`config.mk`:
```
export PLATFORM = sky130hd
export DESIGN_NAME = can_frame_crc8_autosar_e2e_core
export DESIGN_NICKNAME = d
export VERILOG_FILES = /design/src/rtl/crc8ae_pkg.sv /design/src/rtl/crc8ae_steps.sv /design/src/rtl/crc8ae_magic.sv /design/src/rtl/can_frame_crc8_autosar_e2e_core.sv
export SDC_FILE = /design/constraint.sdc
export NUM_CORES = 1
export LEC_CHECK = 0
export BUFFER_PORTS_ARGS = -buffer_cell sky130_fd_sc_hd__buf_4
export CAP_MARGIN = 20
export CORE_UTILIZATION = 55
export CTS_CLUSTER_SIZE = 40
export DETAILED_ROUTE_END_ITERATION = 8
export HOLD_SLACK_MARGIN = 0.15
export MAX_ROUTING_LAYER = met4
export PLACE_DENSITY = 0.85
export SLEW_MARGIN = 25
export SYNTH_ARGS = -nofsm -noshare
export SYNTH_HDL_FRONTEND = slang
export SYNTH_SLANG_ARGS = --single-unit
```
`constraint.sdc`:
```
create_clock -name clk_i -period 9.8 [get_ports clk_i]
set_clock_uncertainty 0.05 [all_clocks]
set_input_delay 1.96 -clock clk_i [delete_from_list [all_inputs] [get_ports clk_i]]
set_output_delay 1.96 -clock clk_i [all_outputs]
set_load 0.02 [all_outputs]
```
`src/rtl/crc8ae_pkg.sv`:
```
// ----------------------------------------------------------------------------
// CRC-8 frame check package
// Shared constants, stage records and the CRC-8 byte step (polynomial 0x2F).
// ----------------------------------------------------------------------------
package crc8ae_pkg;

  localparam logic [7:0] CRC_POLY    = 8'h2F;
  localparam logic [7:0] CRC_INIT    = 8'hFF;
  localparam logic [7:0] CRC_XOR_OUT = 8'hFF;

  // Number of byte steps one step unit performs.
  localparam int unsigned STEP_BYTES = 3;

  // Record held after the first stage: bytes 3 to 7 are still to be folded.
  typedef struct packed {
    logic [7:0]      acc;
    logic [7:3]      mask;
    logic [7:3][7:0] data;
    logic [7:0]      magic;
    logic            known;
  } s1_t;

  // Record held after the second stage: bytes 6 and 7 are still to be folded.
  typedef struct packed {
    logic [7:0]      acc;
    logic [7:6]      mask;
    logic [7:6][7:0] data;
    logic [7:0]      magic;
    logic            known;
  } s2_t;

  // Record held in the output register.
  typedef struct packed {
    logic [7:0] crc;
    logic       known;
  } s3_t;

  // One CRC-8 byte step, MSB first.
  function automatic logic [7:0] crc_step(input logic [7:0] value);
    logic [7:0] r;
    r = value;
    for (int k = 0; k < 8; k++) begin
      if (r[7]) begin
        r = {r[6:0], 1'b0} ^ CRC_POLY;
      end else begin
        r = {r[6:0], 1'b0};
      end
    end
    return r;
  endfunction

endpackage

```
`src/rtl/crc8ae_steps.sv`:
```
// ----------------------------------------------------------------------------
// CRC-8 step unit
// Folds up to three bytes into a running CRC; a byte whose enable is low is
// skipped. Byte 0 is folded first.
// ----------------------------------------------------------------------------
module crc8ae_steps (
  input  logic [7:0]                                    acc_i,
  input  logic [crc8ae_pkg::STEP_BYTES-1:0][7:0]        bytes_i,
  input  logic [crc8ae_pkg::STEP_BYTES-1:0]             en_i,
  output logic [7:0]                                    acc_o
);

  // Chain of byte steps, each one optionally bypassed.
  always_comb begin
    logic [7:0] acc;
    acc = acc_i;
    for (int b = 0; b < crc8ae_pkg::STEP_BYTES; b++) begin
      if (en_i[b]) begin
        acc = crc8ae_pkg::crc_step(acc ^ bytes_i[b]);
      end
    end
    acc_o = acc;
  end

endmodule

```
`src/rtl/crc8ae_magic.sv`:
```
// ----------------------------------------------------------------------------
// Magic byte lookup
// Matches the identifier against the known list and picks the magic byte
// for the sequence counter. Unknown identifiers give zero and known low.
// ----------------------------------------------------------------------------
module crc8ae_magic (
  input  logic [28:0] can_id_i,
  input  logic [3:0]  counter_i,
  output logic [7:0]  magic_o,
  output logic        known_o
);

  localparam int unsigned IdCount = 18;

  localparam logic [10:0] MAGIC_IDS [IdCount] = '{
    11'h086, 11'h09F, 11'h0AD, 11'h0FD, 11'h106, 11'h117, 11'h120, 11'h121,
    11'h122, 11'h126, 11'h12B, 11'h12E, 11'h187, 11'h30C, 11'h30F, 11'h324,
    11'h3C0, 11'h65D
  };

  localparam logic [7:0] MAGIC_BYTES [IdCount][16] = '{
    '{8'h86,8'h86,8'h86,8'h86,8'h86,8'h86,8'h86,8'h86,
      8'h86,8'h86,8'h86,8'h86,8'h86,8'h86,8'h86,8'h86},
    '{8'hF5,8'hF5,8'hF5,8'hF5,8'hF5,8'hF5,8'hF5,8'hF5,
      8'hF5,8'hF5,8'hF5,8'hF5,8'hF5,8'hF5,8'hF5,8'hF5},
    '{8'h3F,8'h69,8'h39,8'hDC,8'h94,8'hF9,8'h14,8'h64,
      8'hD8,8'h6A,8'h34,8'hCE,8'hA2,8'h55,8'hB5,8'h2C},
    '{8'hB4,8'hEF,8'hF8,8'h49,8'h1E,8'hE5,8'hC2,8'hC0,
      8'h97,8'h19,8'h3C,8'hC9,8'hF1,8'h98,8'hD6,8'h61},
    '{8'h07,8'h07,8'h07,8'h07,8'h07,8'h07,8'h07,8'h07,
      8'h07,8'h07,8'h07,8'h07,8'h07,8'h07,8'h07,8'h07},
    '{8'h16,8'h16,8'h16,8'h16,8'h16,8'h16,8'h16,8'h16,
      8'h16,8'h16,8'h16,8'h16,8'h16,8'h16,8'h16,8'h16},
    '{8'hC4,8'hE2,8'h4F,8'hE4,8'hF8,8'h2F,8'h56,8'h81,
      8'h9F,8'hE5,8'h83,8'h44,8'h05,8'h3F,8'h97,8'hDF},
    '{8'hE9,8'h65,8'hAE,8'h6B,8'h7B,8'h35,8'hE5,8'h5F,
      8'h4E,8'hC7,8'h86,8'hA2,8'hBB,8'hDD,8'hEB,8'hB4},
    '{8'h37,8'h7D,8'hF3,8'hA9,8'h18,8'h46,8'h6D,8'h4D,
      8'h3D,8'h71,8'h92,8'h9C,8'hE5,8'h32,8'h10,8'hB9},
    '{8'hDA,8'hDA,8'hDA,8'hDA,8'hDA,8'hDA,8'hDA,8'hDA,
      8'hDA,8'hDA,8'hDA,8'hDA,8'hDA,8'hDA,8'hDA,8'hDA},
    '{8'h6A,8'h38,8'hB4,8'h27,8'h22,8'hEF,8'hE1,8'hBB,
      8'hF8,8'h80,8'h84,8'h49,8'hC7,8'h9E,8'h1E,8'h2B},
    '{8'hF8,8'hE5,8'h97,8'hC9,8'hD6,8'h07,8'h47,8'h21,
      8'h66,8'hDD,8'hCF,8'h6F,8'hA1,8'h94,8'h74,8'h63},
    '{8'h7F,8'hED,8'h17,8'hC2,8'h7C,8'hEB,8'h44,8'h21,
      8'h01,8'hFA,8'hDB,8'h15,8'h4A,8'h6B,8'h23,8'h05},
    '{8'h0F,8'h0F,8'h0F,8'h0F,8'h0F,8'h0F,8'h0F,8'h0F,
      8'h0F,8'h0F,8'h0F,8'h0F,8'h0F,8'h0F,8'h0F,8'h0F},
    '{8'h0C,8'h0C,8'h0C,8'h0C,8'h0C,8'h0C,8'h0C,8'h0C,
      8'h0C,8'h0C,8'h0C,8'h0C,8'h0C,8'h0C,8'h0C,8'h0C},
    '{8'h27,8'h27,8'h27,8'h27,8'h27,8'h27,8'h27,8'h27,
      8'h27,8'h27,8'h27,8'h27,8'h27,8'h27,8'h27,8'h27},
    '{8'hC3,8'hC3,8'hC3,8'hC3,8'hC3,8'hC3,8'hC3,8'hC3,
      8'hC3,8'hC3,8'hC3,8'hC3,8'hC3,8'hC3,8'hC3,8'hC3},
    '{8'hAC,8'hB3,8'hAB,8'hEB,8'h7A,8'hE1,8'h3B,8'hF7,
      8'h73,8'hBA,8'h7C,8'h9E,8'h06,8'h5F,8'h02,8'hD9}
  };

  // Each identifier compare is independent; the list holds no duplicates,
  // so an OR of the selected rows picks the single matching one.
  always_comb begin
    logic [7:0] magic;
    logic       known;
    magic = '0;
    known = 1'b0;
    for (int i = 0; i < IdCount; i++) begin
      if (can_id_i == {18'd0, MAGIC_IDS[i]}) begin
        magic = magic | MAGIC_BYTES[i][counter_i];
        known = 1'b1;
      end
    end
    magic_o = magic;
    known_o = known;
  end

endmodule

```
`src/rtl/can_frame_crc8_autosar_e2e_core.sv`:
```
// ----------------------------------------------------------------------------
// CAN frame CRC-8 check value core
// An accepted item passes through the stage one, two and three registers and
// is driven out from the stage three register. Throughput is one item per cycle
// while the output is not stalled; each stage folds at most three CRC bytes.
// Stages stall independently, so bubbles are squeezed out under back-pressure.
// Reset clears the stage valid bits only; the pipeline starts empty.
// ----------------------------------------------------------------------------
module can_frame_crc8_autosar_e2e_core (
  input  logic        clk_i,
  input  logic        rst_ni,
  input  logic        in_valid_i,
  output logic        in_stall_o,
  input  logic [28:0] can_id_i,
  input  logic [63:0] payload_i,
  input  logic [3:0]  length_i,
  output logic        out_valid_o,
  input  logic        out_stall_i,
  output logic [7:0]  crc_o,
  output logic        id_known_o
);

  logic v1_q, v2_q, v3_q;
  logic ld1, ld2, ld3;
  crc8ae_pkg::s1_t s1_d, s1_q;
  crc8ae_pkg::s2_t s2_d, s2_q;
  crc8ae_pkg::s3_t s3_d, s3_q;

  // A stage loads when it is empty or its item moves on in the same cycle.
  assign ld3 = !v3_q || !out_stall_i;
  assign ld2 = !v2_q || ld3;
  assign ld1 = !v1_q || ld2;
  assign in_stall_o = !ld1;

  // Stage one: identifier lookup and payload bytes 1 and 2.
  logic [7:0] magic;
  logic       known;
  logic [7:0] acc1;
  logic [7:1] mask;

  crc8ae_magic u_magic (
    .can_id_i  (can_id_i),
    .counter_i (payload_i[11:8]),
    .magic_o   (magic),
    .known_o   (known)
  );

  // Byte i takes part when it lies inside the frame; longer lengths saturate.
  always_comb begin
    for (int i = 1; i < 8; i++) begin
      mask[i] = ({28'd0, length_i} > i);
    end
  end

  crc8ae_steps u_steps1 (
    .acc_i   (crc8ae_pkg::CRC_INIT),
    .bytes_i ({8'h00, payload_i[23:16], payload_i[15:8]}),
    .en_i    ({1'b0, mask[2], mask[1]}),
    .acc_o   (acc1)
  );

  always_comb begin
    s1_d.acc   = acc1;
    s1_d.mask  = mask[7:3];
    s1_d.data  = payload_i[63:24];
    s1_d.magic = magic;
    s1_d.known = known;
  end

  // Stage two: payload bytes 3 to 5.
  logic [7:0] acc2;

  crc8ae_steps u_steps2 (
    .acc_i   (s1_q.acc),
    .bytes_i ({s1_q.data[5], s1_q.data[4], s1_q.data[3]}),
    .en_i    (s1_q.mask[5:3]),
    .acc_o   (acc2)
  );

  always_comb begin
    s2_d.acc   = acc2;
    s2_d.mask  = s1_q.mask[7:6];
    s2_d.data  = {s1_q.data[7], s1_q.data[6]};
    s2_d.magic = s1_q.magic;
    s2_d.known = s1_q.known;
  end

  // Stage three: payload bytes 6 and 7, then the magic byte and final XOR.
  logic [7:0] acc3;

  crc8ae_steps u_steps3 (
    .acc_i   (s2_q.acc),
    .bytes_i ({s2_q.magic, s2_q.data[7], s2_q.data[6]}),
    .en_i    ({1'b1, s2_q.mask[7], s2_q.mask[6]}),
    .acc_o   (acc3)
  );

  always_comb begin
    s3_d.crc   = acc3 ^ crc8ae_pkg::CRC_XOR_OUT;
    s3_d.known = s2_q.known;
  end

  // Valid bits travel with the items.
  always_ff @(posedge clk_i or negedge rst_ni) begin
    if (!rst_ni) begin
      v1_q <= 1'b0;
      v2_q <= 1'b0;
      v3_q <= 1'b0;
    end else begin
      if (ld1) begin
        v1_q <= in_valid_i;
      end
      if (ld2) begin
        v2_q <= v1_q;
      end
      if (ld3) begin
        v3_q <= v2_q;
      end
    end
  end

  // Stage payload registers, loaded only with a valid item.
  always_ff @(posedge clk_i) begin
    if (ld1 && in_valid_i) begin
      s1_q <= s1_d;
    end
    if (ld2 && v1_q) begin
      s2_q <= s2_d;
    end
    if (ld3 && v2_q) begin
      s3_q <= s3_d;
    end
  end

  assign out_valid_o = v3_q;
  assign crc_o       = s3_q.crc;
  assign id_known_o  = s3_q.known;

endmodule

```
==> results of run 1 <==
[stage by stage]
stage	hold WS [ns]	worst slack [ns]	cell area (um2)
after global placement	0.351	4.42	9690
final	0.373	4.58	10100
after CTS	0.374	4.61	10000
after floorplan	0.350	5.26	8790
after detailed placement	0.355	4.39	9690
after global routing	0.377	4.36	10100
[cell usage in the layout (no fill, tap or decap), types with 11 or more instances in the layout]
cell                       synthesis  routed
sky130_fd_sc_hd__edfxtp_1        106     106
sky130_fd_sc_hd__buf_4             1     105
sky130_fd_sc_hd__xnor2_1         104     104
sky130_fd_sc_hd__nor2_1           67      67
sky130_fd_sc_hd__nand2_1          62      62
sky130_fd_sc_hd__o21ai_0          53      53
sky130_fd_sc_hd__xor2_1           52      52
sky130_fd_sc_hd__a21oi_1          50      50
sky130_fd_sc_hd__xnor3_1          32      32
sky130_fd_sc_hd__nor3_1           19      19
sky130_fd_sc_hd__nand3_1          15      15
sky130_fd_sc_hd__xor3_1           13      13
sky130_fd_sc_hd__nand2b_1         13      13
sky130_fd_sc_hd__ha_1             12      12
sky130_fd_sc_hd__nand4_1          11      11
sky130_fd_sc_hd__mux2i_1          11      11
[worst max-delay path, cell delays in order (launching register included)]
cell and delay (ns):
sky130_fd_sc_hd__edfxtp_1 0.44, sky130_fd_sc_hd__xnor2_1 0.44, sky130_fd_sc_hd__xnor3_1 0.52, sky130_fd_sc_hd__nor2_1 0.28, sky130_fd_sc_hd__xor2_1 0.32, sky130_fd_sc_hd__xor3_1 0.60
sky130_fd_sc_hd__xnor2_2 0.34, sky130_fd_sc_hd__xor3_1 0.29, sky130_fd_sc_hd__mux2i_1 0.32, sky130_fd_sc_hd__xnor3_2 0.39, sky130_fd_sc_hd__xnor3_2 0.45, sky130_fd_sc_hd__xor3_1 0.43
sky130_fd_sc_hd__mux2i_1 0.18
[sequential cells by signal, indices dropped and copies added (netlist names)]
register     flops
s2_q            35
out_valid_o      1
crc_o            8
id_known_o       1
v2_q             1
s1_q            62
v1_q             1
[final cells by class]
type	count	area share (%)
Timing Repair Buffer	105	7.84
Tap cell	211	2.63
Clock buffer	9	2.24
Inverter	11	0.411
Multi-Input combinational cell	661	53.2
Sequential cell	109	32.4
Clock inverter	7	1.28
[per-layer routing]
layer | GRT usage, % | wire, um
met5 | - | 0
met4 | 10.8 | 766
met3 | 4.49 | 1610
met2 | 42.8 | 10000
met1 | 34.4 | 8500
[cell families after synthesis]
logic type	synth area share, %
and+or+nand+nor	13.1
xor gates and xnor gates	30.9
AOI/OAI and AO/OA	12.3
DFF	37.1
buffers and inverters	2.29
muxes	2.66
adders and majority gates	1.71
[final timing paths]
kind,endpoint,slack (ns),cells past startpoint
max reg2reg,s2_q[30],4.58,12
max in group asynchronous,v2_q,8.26,1
max,s2_q[30],4.58,12
min reg2reg,s2_q[23],0.37,0
min in group asynchronous,v1_q,1.34,1
min,s2_q[23],0.37,0
==> results.txt, run 1 <==
The flow ran to the end, and the final reports show no timing, DRC or antenna violations. STA classifies the critical path endpoint as a flop. The non-filler instance count after layout is 1113. Summed over all failing endpoints, the final setup total negative slack is 0 ns. The antenna violation net count after detailed routing is 0.

The largest total area in the synthesized netlist belongs to sky130_fd_sc_hd__edfxtp_1. The TritonCTS sink count came out at ~110. The number of warnings issued by yosys came out at 0.

In this run the number of H-tree levels came out at 3. The maximum number of buffers from clock root to sink is 2. The CTS buffer count came out at 9. The initial antenna violation count is 0. The part of the cycle the worst path needs came out at 53.2%. The most used flip-flop cell after synthesis is sky130_fd_sc_hd__edfxtp_1. The required time of the critical path came out at 9.94 ns. The top-level I/O count is approximately 110. The top cell type's share of synthesized area came out at 36.2%. Registers take 0.00326 mm2.

Ranked by instance count, the synthesized netlist is headed by 106 x sky130_fd_sc_hd__edfxtp_1, 104 x sky130_fd_sc_hd__xnor2_1, 67 x sky130_fd_sc_hd__nor2_1. A synthesized cell averages 10.7 um2. Setup repair after global routing left no endpoint under its margin.

The layout filler cell count is 1270. The count of TritonRoute iterations in the first routing pass is 6. The startpoint identified for the worst hold timing path is s1_q[47]. The worst register-to-register path begins at s1_q[56]. Counting distinct cell types in the post-synthesis netlist gives 70. The clock insertion delay at the later pin of the skew report came out at 0.35 ns. The number of nets in the layout came out at 1010. The synthesized instance count came out at approximately 820. The clock transition at the registers of the reported paths came out at approximately 0.070 ns. The most critical setup path has its startpoint at s1_q[56].

Data arrives at the worst endpoint at 5.35 ns. The final weighted congestion in routability-driven placement came out at about 1.1. The total wire length came out at 20.9 mm. For this block, the via count after detailed routing is 6690.

The area of the mapped netlist came out at 0.00879 mm2. The top fanout value on the critical path is 5. The combined area of the multi-input logic cells is about 0.0053 mm2.

The wire-length estimate of the detail-placed layout is 15.6 mm. The total congestion overflow after global routing is 0. The width of the die is 128 um. The slew at the pin with the worst max-slew slack came out at ~0.99 ns. The number of slew-limit violations in the final report was 0. The tool flagged a number of max-cap violations equal to 0. The post-route DRC violation count came out at 0. The number of enable-type register cells in the synthesized netlist came out at 106. After synthesis, flip-flops and latches occupy a little under two fifths of the total area.

The average via count per standard cell is 6.01. The maximum operating frequency came out at 192 MHz. The type of the most critical hold path is reg2reg. By area the synthesized netlist is led by sky130_fd_sc_hd__edfxtp_1 36%, sky130_fd_sc_hd__xnor2_1 10%, sky130_fd_sc_hd__xnor3_1 8.2%. The relative area change from synthesis to final layout came out at 14.3%. The number of antenna diodes came out at 0. In the post-synthesis netlist, the cell with the most instances is sky130_fd_sc_hd__edfxtp_1. The fraction of registers with async set/reset came out at under 10%. The critical path is of the reg2reg type. The worst-case headroom to the max-slew limit came out at 34.2%. The area of the core region is 0.0154 mm2. The count of final setup violators is 0.

The CTS tree is yes. Port buffering added 103 buffers. The vertical extent of the die came out at 128 um. Entering global routing, the biggest net connects between 100 and 150 pins. When the netlist entered floorplanning its net count stood at just over 900. The floorplan has 45 rows. Global routing consumed, over all layers together, 26.9% of the routing resources. The total of flip-flops plus latches after synthesis is 109. The initial DRC count came out at between 800 and 900. The type of element launching the critical path is a flop. In the final routed layout, each cell accounts on average for 18.8 um. The floorplan die area is roughly 0.016 mm2. The initial standard-cell utilization of the core came out at 57.0%. Including well taps, the total number of placed cells is between 1000 and 1500. The root buffer cell chosen for the clock tree is sky130_fd_sc_hd__clkbuf_16. The final critical path time including I/O delays and setup came out at 5.22 ns. In this run the post-CTS setup repair buffer count came out at 0. For this design, the CTS-stage hold fixing added 0 buffers. In this run, post-CTS repair resized a total of 0 instances. The utilization of the core after routing came out at 65.1%. Of the cells placed in the final design, the portion with a size suffix greater than 1 is 17.1%.

The first global-routing pass estimated 33.0 mm of wire. The final hold violation count came out at 0. The number of global-route vias before repair came to around 6400.
Power of run 1 is not shown: default switching activity piles up to over one toggle a cycle in this logic, so the estimate is an artifact.
==> run 2, diff against run 1 <==
==> constraint.sdc (replaced) <==
create_clock -name clk_i -period 4.8 [get_ports clk_i]
set_clock_uncertainty 0.05 [all_clocks]
set_input_delay 0.96 -clock clk_i [delete_from_list [all_inputs] [get_ports clk_i]]
set_output_delay 0.96 -clock clk_i [all_outputs]
set_load 0.02 [all_outputs]
==> run 2 against run 1 <==
  * Global-route usage grew 1.1 points
  * Critical endpoint unchanged
  * Sequential share of layout area shrank 0.68 points
  * Fmax grew 11%
  * Flip-flop and latch count is the same
  * Routed wire length grew 4.9%
  * Final cell count grew 3.1%
  * First-iteration DRC count shrank 18%
  * Via count grew 1.1%
  * Register-to-register slack lost 4.5 ns
==> results.txt, run 2 (synthesis results as in run 1) <==
The number of slew-limit violations in the final report is 0. Detailed placement ended at an HPWL of around 17 mm. The initial utilization of the core area, before any placement, comes to between 50% and 60%.

The post-placement worst setup slack came out at -0.0706 ns. The initial antenna violation count came out at 0. The area of the core region came out at 0.0154 mm2. The first global-routing pass estimated 33.6 mm of wire. The worst path needs 4.71 ns of the cycle, external delays included.

TritonCTS built the clock tree. In the final routed layout, each cell accounts on average for roughly 19 um. The clock insertion delay at the later pin of the skew report is 0.36 ns. The count of nets left with antenna violations once routing finished came out at 0.

Setup repair after global routing could not meet its margin everywhere. The cell type with the highest occurrence count on the critical path is sky130_fd_sc_hd__xnor3_2. The clock transition at the registers of the reported paths is 0.07 ns. The slowest stage of the critical path is the sky130_fd_sc_hd__edfxtp_1 cell. The number of cell instances on the worst register-to-register path came out at 13. The flow ran to the end, and the final reports show no timing, DRC or antenna violations. The tool flagged a number of max-cap violations equal to 0. The library cell used most frequently in the layout, excluding fill and tap cells, is sky130_fd_sc_hd__buf_4.

The type of the most critical hold path is in2async. The required time of the critical path is about 4.8 ns. The number of vias after detailed routing came out at 6761.

The number of flip-flops under the largest register name came out at between 60 and 70. The number of antenna diodes is 0. The TritonCTS sink count is 109. The number of global-route vias before repair is 6295.

The tree is rooted in a sky130_fd_sc_hd__clkbuf_16. The final weighted congestion in routability-driven placement is 1.03. The setup path with the least slack is of type reg2reg. The largest stage delay on the critical path is 0.48 ns. The library cells used most frequently in the layout, excluding fill and tap cells, are 140 x sky130_fd_sc_hd__buf_4, 106 x sky130_fd_sc_hd__edfxtp_1, 103 x sky130_fd_sc_hd__xnor2_1.

Headroom to the max-slew limit came out at about half. After the first detailed-routing iteration, the DRC count stood at 692. For this run, design rule violations remaining after detail routing come to 0. The total congestion overflow after global routing is 0. In the final layout, the share of cells above drive strength 1 is around 20%. The slack of the critical path came out at 0.0917 ns. The vertical extent of the die is 128 um. In this run the horizontal extent of the chip is 128 um. For the pin with the worst max-slew slack, the measured transition is just under 0.8 ns. The relative area change from synthesis to final layout is 16.8%. TritonCTS created 9 clock buffers. The quantity of I/O buffers inserted on ports is 103. The average via count per standard cell is a little under 6. Data arrives at the worst endpoint at 4.75 ns. The number of buffers inserted for hold repair after clock tree synthesis came out at 0. Entering global routing, the biggest net connects 58 pins. The final hold violation count came out at 0. Setup violations remaining at the end of the flow were counted as 0. The die covers 0.0165 mm2. The worst setup path is captured at a flop. The top fanout value on the critical path came out at 4.

Walking the worst path, the cells encountered are xnor2_4 -> xnor2_4 -> xnor3_2 -> xnor3_2 -> mux2i_4 -> xor3_2 -> xor2_1 -> xnor2_1 -> mux2i_4 -> xnor3_2 -> xnor3_2 -> xor3_1 -> mux2i_1. The total routing usage reported by global routing came out at 28.0%. The number of rows in the core area came out at 45. The count of H-tree levels built during CTS is 3. The count of TritonRoute iterations in the first routing pass came out at 5.

The maximum number of buffers from clock root to sink came out at 2. Of the available clock period, the critical path in the final layout requires 98.1%. The type of element launching the critical path is a flop. More flip-flops sit in one register than any other, and that register is s1_q. The routed design has roughly 22 mm of wire. After the last flow step, the layout net total stands at 1045. The maximum operating frequency came out at 212 MHz. The top-level I/O count is 112.
==> run 2: cell count changes in the layout (fill, tap and decap cells not counted), sizes merged <==
| cell | before | now |
|---|---|---|
| clkinv | 2 | 6 |
| inv | 12 | 11 |
| bufinv | 3 | 0 |
| buf | 105 | 140 |
==> run 2: cell type report <==
class | instances | area [um2]
multi-input cells | 661 | 5380
fillers | 1220 | 5160
flip-flops and latches | 109 | 3260
repair buffers | 140 | 1050
well taps | 211 | 264
clock buffers | 9 | 225
clock inverters | 7 | 50.0
inverters | 11 | 41.3
==> run 2: worst paths after layout <==
check                              start     endpoint  slack, ns
worst min-delay path              rst_ni  out_valid_o       0.33
worst max-delay path            s1_q[59]     s2_q[30]       0.09
min in group clk_i               s1_q[5]      s2_q[5]       0.37
worst min register to register   s1_q[5]      s2_q[5]       0.37
max in group asynchronous         rst_ni         v2_q       4.28
worst max register to register  s1_q[59]     s2_q[30]       0.09
==> run 2: stage by stage <==
stage	instance area (um2)	TNS, ns	std cells	utilization (%)	hold slack [ns]
after floorplan	8790	0	821	-	0.350
after global placement	9900	0	1126	64.2	0.351
after detailed placement	9900	-0.0706	1126	64.2	0.355
after CTS	10200	0	1144	66.1	0.311
after global routing	10300	-0.0830	1148	66.5	0.310
final	10300	0	1148	66.5	0.329
==> run 2: repair_timing <==
action,4_1_cts,5_1_grt
setup buffers,2,4
pin swaps,2,3
setup endpoints to repair,1,5
gates resized for setup,2,6
==> run 2: critical path: cells and delay by family, from the launching register on <==
kind | cells | cell delay [ns]
DFF | 1 | 0.48
xor gates and xnor gates | 10 | 3.47
muxes | 3 | 0.43
==> run 2: layer usage <==
layer	vias to the layer above	wire [um]	global-route usage, %
met5	-	0	-
met2	313	10500	43.8
met3	55	1760	6.74
li1	3208	-	-
met1	3185	9080	35.5
met4	0	563	9.97
Power of run 2 is left out for the same reason.
